--- config.mk ---
export PLATFORM = sky130hd
export DESIGN_NAME = mos_mul
export DESIGN_NICKNAME = d
export VERILOG_FILES = /design/src/rtl/core/mos_pkg.sv /design/src/rtl/core/mos_mul.sv
export SDC_FILE = /design/constraint.sdc
export NUM_CORES = 2
export LEC_CHECK = 0
export BUFFER_PORTS_ARGS = -buffer_cell sky130_fd_sc_hd__buf_2
export CAP_MARGIN = 40
export CORE_MARGIN = 8
export CORE_UTILIZATION = 55
export CTS_BUF_LIST = sky130_fd_sc_hd__clkbuf_8
export CTS_CLUSTER_SIZE = 20
export DETAILED_ROUTE_END_ITERATION = 12
export GPL_ROUTABILITY_DRIVEN = 1
export GPL_TIMING_DRIVEN = 1
export PLACE_DENSITY_LB_ADDON = 0.3
export SYNTH_ARGS = -nofsm -noshare
export SYNTH_HDL_FRONTEND = slang
export SYNTH_SLANG_ARGS = --single-unit
--- constraint.sdc ---
create_clock -name aclk -period 8.1 [get_ports aclk]
set_clock_uncertainty 0.1 [all_clocks]
set_input_delay 1.215 -clock aclk [delete_from_list [all_inputs] [get_ports aclk]]
set_output_delay 1.215 -clock aclk [all_outputs]
set_load 0.05 [all_outputs]
--- src/rtl/core/mos_pkg.sv ---
// Package with shared constants, types and arithmetic helpers for the scalarizer.
`default_nettype none
package mos_pkg;
    localparam int MAX_OBJECTIVES = 8;
    localparam int IDX_W = 3;
    localparam int CNT_W = 4;
    localparam int ACC_W = 48;

    localparam logic [2:0] METHOD_FIRST = 3'd0;
    localparam logic [2:0] METHOD_WSUM = 3'd1;
    localparam logic [2:0] METHOD_CHEB = 3'd2;
    localparam logic [2:0] METHOD_BI = 3'd3;
    localparam logic [2:0] METHOD_AIM = 3'd4;

    localparam logic [1:0] CFG_METHOD = 2'd0;
    localparam logic [1:0] CFG_SCALE = 2'd1;
    localparam logic [1:0] CFG_CONS = 2'd2;

    localparam logic OP_LOAD = 1'b0;
    localparam logic OP_EVAL = 1'b1;

    localparam logic signed [ACC_W-1:0] ACC_MAX = {1'b0, {(ACC_W-1){1'b1}}};
    localparam logic signed [ACC_W-1:0] ACC_MIN = {1'b1, {(ACC_W-1){1'b0}}};
    localparam logic signed [ACC_W-1:0] ONE_Q16 = 48'sd65536;

    typedef logic signed [31:0] q16_t;
    typedef logic signed [ACC_W-1:0] acc_t;

    function automatic q16_t sat32(input logic signed [65:0] x);
        if (x > 66'sd2147483647) begin
            return 32'sh7FFFFFFF;
        end else if (x < -66'sd2147483648) begin
            return 32'sh80000000;
        end
        return x[31:0];
    endfunction

    function automatic acc_t sat48(input logic signed [ACC_W:0] x);
        if (x > $signed({1'b0, ACC_MAX})) begin
            return ACC_MAX;
        end else if (x < $signed({1'b1, ACC_MIN})) begin
            return ACC_MIN;
        end
        return x[ACC_W-1:0];
    endfunction
endpackage
`default_nettype wire

--- src/rtl/core/mos_mul.sv ---
// Shared signed multiplier with floor shift by 16 and 32-bit saturation.
`default_nettype none
module mos_mul import mos_pkg::*; (
    input  wire logic                aclk,
    input  wire logic signed [32:0]  a,
    input  wire logic signed [32:0]  b,
    output logic signed [31:0]       q_sat,
    output logic signed [65:0]       p_full
);
    logic signed [65:0] prod_reg;

    always_ff @(posedge aclk) begin
        prod_reg <= 66'(a) * 66'(b);
    end

    assign p_full = prod_reg;
    assign q_sat = sat32(prod_reg >>> 16);
endmodule
`default_nettype wire

==> run summary <==
## CTS
- clkbuf_8 — clock root buffer
- 3 — H-tree depth
- 66 — count of clock tree sinks
- done — CTS tree
- 70 ps — clock slew at reported path FFs
- 9 — CTS Buf Count
- 2 — Max Root-Sink Buffers

## Floorplan
- 287.4 um — Die H
- 99 — number of cell rows
- 287.4 um — Die Wd
- 82580 um^2 — area enclosed by the die boundary
- 0.5552 — initial core utilization
- 165 — I/O Pins
- 72960 um^2 — core outline area

## Drt
- 7 — DR pass1 iterations
- 29.95k — detailed-route via count
- 0 — DRC viols
- 105500 um — Final Routed Wirelength
- 0 — number of nets with antenna violations after routing
- 1669 — number of DRC markers after the initial detailed-route iteration
- 5.251 — number of vias per cell after detailed routing
- 18.49 um — routed length per instance

## Timing
- 0 — max-slew violation count
- 0 — Hold Violations, Final
- 0.6125 — worst max-slew margin expressed relative to the limit
- 0.9891 — Final period util
- 124.8 MHz — maximum operating frequency
- yes — setup repair after global routing missed its margin
- 8012 ps — post-layout minimum cycle time
- 580.2 ps — Least-Margin Pin Slew
- 0 — number of endpoints failing setup at the final stage

## Global routing
- 172500 um — global-route wire length before repair
- 29 — largest net degree at the start of global routing
- 4 — number of antenna violations at the first check in global routing
- 33.39k — via count of the first global-routing pass
- 0 — gr ovfl total
- 0.2635 — Tot GR Track Use

## Final layout
- 34700 um^2 — area of the multi-input gates
- 6167 — fin nets
- fa_1, inv_1, nand2_1 — highest-count cells in the layout ignoring fill and taps
- 5996 — fill cell instance count of the final layout
- 14.25% — relative area change from synthesis to final layout
- fa_1 — most common cell after layout, fill and taps aside
- 1321 um^2 — area used by sequential logic in the layout
- 5704 — number of non-filler instances in the completed layout
- 66 — flip-flop count of the largest register, all copies and words added
- 0.1518 — fraction of layout cells with a size suffix above 1

## Logic synthesis
- 0 — warning count from the yosys run
- 61 — Cell variety after synth
- 5784 — net count of the mapped netlist
- 4355 — Cells after Synth
- 40500 um^2 — combined area of all synthesized cells
- 9.301 um^2 — Avg Synthesized Cell Area
- 0.03262 — fraction of the yosys area taken by sequential cells
- 0 — Post-synth EDFFs
- 66 — Seq cells post-synth
- 0 — Async SR Flop Fraction
- dfxtp_1 — Most used DFF post-synth

## Min path
- input pin to flip-flop — worst min-delay path category

## Worst setup path
- 25 — number of stages on the worst setup path
- 8200 ps — worst path arrival time
- 11 — peak fanout along the critical path
- input pin — Worst setup SP type
- flip-flop — nature of the critical path endpoint
- 660 ps — CP peak stage delay
- p_full[61] — worst setup path end
- fa_1 — slowest CP cell
- 8290 ps — Critical Path RT
- fa_1 — cell type with the highest occurrence count on the critical path
- 7 — Buf+Inv Stages, Crit Path
- a[25] — origin of the worst setup path
- adder cells — kind of cell adding the most delay to the critical path
- input pin to flip-flop — start-to-end type of the worst setup path

## Job
- 0 — maxcap violations

## Placement
- 5679 — Cell Count Post-Placement
- 95220 um — post-DP HPWL
- 164 — buffers added on ports
- 0.9284 — final weighted congestion of routability-driven global placement

## Run status
- finished, final reports clean — run status

-- routing by layer --
metal,vias up,GRT usage,share of wire
li1,13150,-,-
met1,15580,0.3110,0.37
met2,906,0.4784,0.53
met3,309,0.02774,0.041
met4,2,0.1246,0.059
met5,-,0,0.00011
-- worst min path at each step --
stage / to / slack (ps) / depth (start not counted) / start
floorplan: p_full[0] / 1240 / 1 / a[0]
global placement: p_full[0] / 1590 / 1 / p_full[0]
detailed placement: p_full[0] / 1590 / 1 / p_full[0]
CTS: p_full[0] / 1360 / 3 / b[0]
global route: p_full[0] / 1300 / 3 / b[0]
finish: p_full[0] / 1330 / 3 / b[0]
-- per-stage QoR --
step / setup WS (ps) / TNS, ps / hold slack [ps] / area (um^2) / utilization
floorplan: 8.900 / 0 / 1242 / 40570 / -
global placement: -467.4 / -9575 / 1589 / 45180 / 0.6193
detailed placement: -520.0 / -11620 / 1589 / 45210 / 0.6197
CTS: 3.016 / 0 / 1360 / 45530 / 0.6240
global route: -121.8 / -351.5 / 1300 / 46270 / 0.6342
finish: 88.39 / 0 / 1326 / 46270 / 0.6343
-- cell families (layout without fill, tap and decap cells) --
group           after synthesis  count (layout)  share of synthesized area
compound gates              204             204                    0.03367
fa+ha+maj                  1362            1362                     0.6330
buf+inv                    1335            1722                     0.1239
other cells                   0               3                          0
flops                        66              66                    0.03262
simple gates               1315            1315                     0.1611
xor+xnor                     73              73                    0.01579
-- cell usage after synthesis, types with 27 or more instances --
master | instances | area share
nand2_1 | 549 | 0.051
a21oi_1 | 64 | 0.0079
ha_1 | 217 | 0.067
xnor2_1 | 50 | 0.011
dfxtp_1 | 66 | 0.033
o21ai_0 | 27 | 0.0033
and2_1 | 551 | 0.085
nor2_1 | 125 | 0.012
fa_1 | 1145 | 0.57
a21o_1 | 39 | 0.0072
inv_1 | 1118 | 0.10
clkbuf_1 | 214 | 0.020
-- repair_timing --
action / 4_1_cts / 5_1_grt
gates resized for setup: 24 / 184
cloned: 0 / 0
buffers inserted: 0 / 8
setup endpoints to repair: 15 / 28
hold buffers: 0 / 0
pin swaps: 2 / 60
-- final cells by class --
class | count | share of cell area
antenna | 3 | 0.0001622
clock buffer | 9 | 0.002677
clock inverter | 6 | 0.002488
inverter | 1118 | 0.09069
multi-input combinational | 2954 | 0.7500
sequential | 66 | 0.02855
tap | 959 | 0.02593
timing repair buffer | 589 | 0.09953
Power is left out: the tool's default activity adds up to more than one toggle a clock period on the data nets, which glitch-free logic cannot reach.
