[config.mk]
export PLATFORM = sky130hd
export DESIGN_NAME = mos_div
export DESIGN_NICKNAME = d
export VERILOG_FILES = /design/src/rtl/core/mos_pkg.sv /design/src/rtl/core/mos_div.sv
export SDC_FILE = /design/constraint.sdc
export NUM_CORES = 1
export LEC_CHECK = 0
export ABC_AREA = 1
export BUFFER_PORTS_ARGS = -buffer_cell sky130_fd_sc_hd__buf_2
export CAP_MARGIN = 0
export CORE_MARGIN = 5
export CORE_UTILIZATION = 41
export DETAILED_ROUTE_END_ITERATION = 8
export PLACE_DENSITY_LB_ADDON = 0.05
export SLEW_MARGIN = 20
export SYNTH_ARGS = -nofsm -noshare
export SYNTH_HDL_FRONTEND = slang
export SYNTH_SLANG_ARGS = --single-unit
[constraint.sdc]
create_clock -name aclk -period 5.65 [get_ports aclk]
set_clock_uncertainty 0.1 [all_clocks]
set_input_delay 0.2825 -clock aclk [delete_from_list [all_inputs] [get_ports aclk]]
set_output_delay 0.2825 -clock aclk [all_outputs]
set_load 0.02 [all_outputs]
[src/rtl/core/mos_pkg.sv]
// Package with shared constants, types and arithmetic helpers for the scalarizer.
`default_nettype none
package mos_pkg;
    localparam int MAX_OBJECTIVES = 8;
    localparam int IDX_W = 3;
    localparam int CNT_W = 4;
    localparam int ACC_W = 48;

    localparam logic [2:0] METHOD_FIRST = 3'd0;
    localparam logic [2:0] METHOD_WSUM = 3'd1;
    localparam logic [2:0] METHOD_CHEB = 3'd2;
    localparam logic [2:0] METHOD_BI = 3'd3;
    localparam logic [2:0] METHOD_AIM = 3'd4;

    localparam logic [1:0] CFG_METHOD = 2'd0;
    localparam logic [1:0] CFG_SCALE = 2'd1;
    localparam logic [1:0] CFG_CONS = 2'd2;

    localparam logic OP_LOAD = 1'b0;
    localparam logic OP_EVAL = 1'b1;

    localparam logic signed [ACC_W-1:0] ACC_MAX = {1'b0, {(ACC_W-1){1'b1}}};
    localparam logic signed [ACC_W-1:0] ACC_MIN = {1'b1, {(ACC_W-1){1'b0}}};
    localparam logic signed [ACC_W-1:0] ONE_Q16 = 48'sd65536;

    typedef logic signed [31:0] q16_t;
    typedef logic signed [ACC_W-1:0] acc_t;

    function automatic q16_t sat32(input logic signed [65:0] x);
        if (x > 66'sd2147483647) begin
            return 32'sh7FFFFFFF;
        end else if (x < -66'sd2147483648) begin
            return 32'sh80000000;
        end
        return x[31:0];
    endfunction

    function automatic acc_t sat48(input logic signed [ACC_W:0] x);
        if (x > $signed({1'b0, ACC_MAX})) begin
            return ACC_MAX;
        end else if (x < $signed({1'b1, ACC_MIN})) begin
            return ACC_MIN;
        end
        return x[ACC_W-1:0];
    endfunction
endpackage
`default_nettype wire

[src/rtl/core/mos_div.sv]
// Restoring divider for the aim-at-target mean: magnitude by small count.
`default_nettype none
module mos_div import mos_pkg::*; (
    input  wire logic               aclk,
    input  wire logic               aresetn,
    input  wire logic               start,
    input  wire logic [ACC_W-1:0]   dividend,
    input  wire logic [CNT_W-1:0]   divisor,
    output logic                    done,
    output logic [ACC_W-1:0]        quotient
);
    logic [ACC_W-1:0] quo_reg;
    logic [CNT_W:0] rem_reg;
    logic [5:0] cnt_reg;
    logic busy_reg;
    logic [CNT_W+1:0] trial;

    assign trial = {rem_reg, quo_reg[ACC_W-1]} - {2'b0, divisor};

    always_ff @(posedge aclk) begin
        if (!aresetn) begin
            busy_reg <= 1'b0;
            done <= 1'b0;
            cnt_reg <= '0;
        end else begin
            done <= 1'b0;
            if (start) begin
                busy_reg <= 1'b1;
                cnt_reg <= 6'(ACC_W);
            end else if (busy_reg) begin
                cnt_reg <= cnt_reg - 6'd1;
                if (cnt_reg == 6'd1) begin
                    busy_reg <= 1'b0;
                    done <= 1'b1;
                end
            end
        end
    end

    always_ff @(posedge aclk) begin
        if (start) begin
            quo_reg <= dividend;
            rem_reg <= '0;
        end else if (busy_reg) begin
            if (!trial[CNT_W+1]) begin
                rem_reg <= trial[CNT_W:0];
                quo_reg <= {quo_reg[ACC_W-2:0], 1'b1};
            end else begin
                rem_reg <= {rem_reg[CNT_W-1:0], quo_reg[ACC_W-1]};
                quo_reg <= {quo_reg[ACC_W-2:0], 1'b0};
            end
        end
    end

    assign quotient = quo_reg;
endmodule
`default_nettype wire

==> summary.md <==
Counting I/O delays and the setup requirement, the final critical path takes 2.24 ns. The number of buffers inserted to repair setup after CTS is 0, and the layout overhead on the synthesized area is 25.6%. For the wire length of the first global-routing pass, the log shows 10400 um. 0 antenna diodes ended up in the layout. The initial utilization of the core area, before any placement, comes to 42.5%. The tools report the placed cell count as 513. Setup repair after global routing left no endpoint under its margin. The sequential cells in the finished layout cover a total of 1700 um2.

Number of remaining DRC errors: 0. Cells with a size suffix above 1 make up 30.7% of the layout. The total area inside the core boundary comes to 6830 um2. The path type of the worst setup path was in -> reg. The number of nets still failing antenna checks after routing was 0; the later-pin clock latency in the skew report was 0.33 ns. The commonest register cell after synthesis is edfxtp_1. The post-synthesis sequential area ratio was 58.6%; the number of H-tree levels was 3. The average detailed-routed wire length per instance was 12.3 um; the post-synthesis average cell area was 8.96 um2. The register with the most flip-flops in the layout has 48 of them. The worst setup path is launched from an input port. At the end of routability-driven placement, the weighted congestion stood at 0.808. The cell sitting at the root of the clock tree is a clkbuf_8. For this design the static power due to leakage is 0.00185 uW. TritonCTS built the clock tree. The placed instance area is 3490 um2.

The number of buffers inserted during clock tree synthesis is 9, and the sum of internal, switching and leakage power is 1140 uW. Measured against its own limit, the worst slew margin works out to 33.3%. The flow ran to the end, and the final reports show no timing, DRC or antenna violations.

The total via count in the routed design came out at 2376. Counting flops with a built-in enable in the synthesized netlist gives 48. The tools report the iteration count of the initial detailed-routing pass as 4.

The top-level I/O count is 104, and the die area is 8860 um2. After filler insertion, the fill cell instance count of the layout stands at 713. After routing, the total negative slack on setup checks comes to 0 ns. Clock tree synthesis found a total of 61 sinks. The final cell count without fillers was 529; the register bit count reported by yosys was 61.

Cells fill 53.4% of the core in the end. The pin count of the biggest net entering global routing is 54, and the width of the die is 94.1 um. The transition time of the tightest slew-check pin was 1.00 ns; the maximum clock path buffer count was 2. Kind of end point of the critical path: a flip-flop. The number of gates resized after cts was 0; the data required time of the critical path was 5.49 ns. The number of hold buffers added after CTS was 0. Overall die height: 94.1 um.

The routed design has 6510 um of wire. Of the post-synthesis cell area, the dominant cell type holds 49.7%. Setup violations remaining at the end of the flow were counted as 0. Synthesis produced 324 cells. The number of different library cells in the post-synthesis netlist was 28; the power per cell area was 313 nW/um2.

The run gives 30 as the total number of placement rows. The logs give 0 for the hold violation total from the final report and 3650 um2 for the summed area of non-filler cells in the final layout. The worst IR drop on VDD came out at 0.000125 V. The iteration-0 DRC count of the detailed router is 96, and the share of synthesized registers carrying an async set or reset is 0%. Summing all multi-input logic gate instances after layout gives 1060 um2. The clock input transition at the sequential cells of the worst setup and hold paths was 0.06 ns; the via density per instance was 4.49. edfxtp_1 takes more of the synthesized area than any other cell.

The tools report the final net count as 490. For this run, the total global-route usage over all layers was measured as 15.1%. The tools report the max capacitance violation total as 0.

In this run the worst hold path is classified as in -> reg. For flop-to-flop paths, the worst setup slack is 3.71 ns. The part of the cycle the worst path needs was 39.7%. The tools report the remaining global-route overflow as 0. For this run, the top clock speed supported by timing is 0.446 GHz.

The via count of the first global-routing pass is 2321. The largest fanout on the critical path is 50, and the detailed placer's ending HPWL is 4640 um. Post-synthesis net count: 386.

The run gives 0 as the Yosys warning count. Data on the critical path arrives at its endpoint at 2.09 ns. The number of buffer cells added on primary ports is 103. The cell area that synthesis handed to floorplanning was 2900 um2. Sorting the synthesized cells by area gives the leading types as edfxtp_1 (50%), nand2_1 (22%), dfxtp_1 (9.0%), nand3_1 (3.3%), inv_1 (2.7%). The number of pins with negative max-slew slack in the final report is 0. The tools report the number of antenna violations at the first check in global routing as 0.
cell usage in the layout, fill, tap and decap left out, drive strengths merged:
cell type / n
nand2: 173
clkbuf: 13
ha: 6
inv: 27
a31oi: 2
buf: 103
xor2: 1
clkinv: 3
edfxtp: 48
o21ai: 1
dfxtp: 13
xnor2: 1
a21oi: 1
nand3: 22
nand4: 1
fa: 1
and3: 1
nor2: 12
nor3: 2
a211oi: 2
routing by layer:
metal	vias to the layer above	track usage [%]	routed length [um]
met2	70	24.1	3100
met3	5	5.29	409
li1	1243	-	-
met5	-	0	0
met4	0	5.42	53
met1	1058	19.0	2950
synth_stat cells, types with 2 or more instances:
cell      count
a31oi_1       2
buf_2         5
clkbuf_1      5
dfxtp_1      13
edfxtp_1     48
ha_1          6
inv_1        21
inv_2         6
nand2_1     167
nand2_2       3
nand2_4       3
nand3_1      19
nand3_2       2
nor2_1       10
metrics by stage:
step,hold WS (ns),setup slack [ns]
2_1_floorplan,0.280,3.64
3_3_place_gp,0.374,3.02
3_5_place_dp,0.387,2.98
4_1_cts,0.0611,3.34
5_1_grt,0.0700,3.21
6_report,0.0775,3.41
final timing paths:
| check | to | cells after the start | startpoint |
|---|---|---|---|
| max | quotient[7]$_DFFE_PP_ | 3 | start |
| min | cnt_reg[5]$_SDFFE_PN0P_ | 3 | aresetn |
| max reg2reg | quotient[7]$_DFFE_PP_ | 2 | busy_reg$_SDFF_PN0_ |
| min reg2reg | rem_reg[2]$_SDFFE_PP0P_ | 2 | rem_reg[2]$_SDFFE_PP0P_ |
critical path, cell delays in order:
cell and delay, ns:
buf_2 0.67, nor2_1 0.29, inv_2 0.78
cell type report:
class | count | area share, %
Clock inverter | 3 | 0.343
Tap cell | 96 | 3.29
Clock buffer | 13 | 3.81
Inverter | 27 | 2.78
Sequential cell | 61 | 46.7
Multi-Input combinational cell | 226 | 29.0
Timing Repair Buffer | 103 | 14.1
where the power goes:
group	switching, uW	internal, uW
clock network	154	156
registers	29.9	543
logic	165	92.7
total	350	791
kinds of logic after synthesis:
logic type / synth area share, %
adders and majority gates: 3.28
AOI/OAI and AO/OA: 1.47
DFF: 58.6
and+or+nand+nor: 31.0
xor gates and xnor gates: 0.604
buffers and inverters: 5.00
Note: power is estimated with default switching activity, not from simulation.
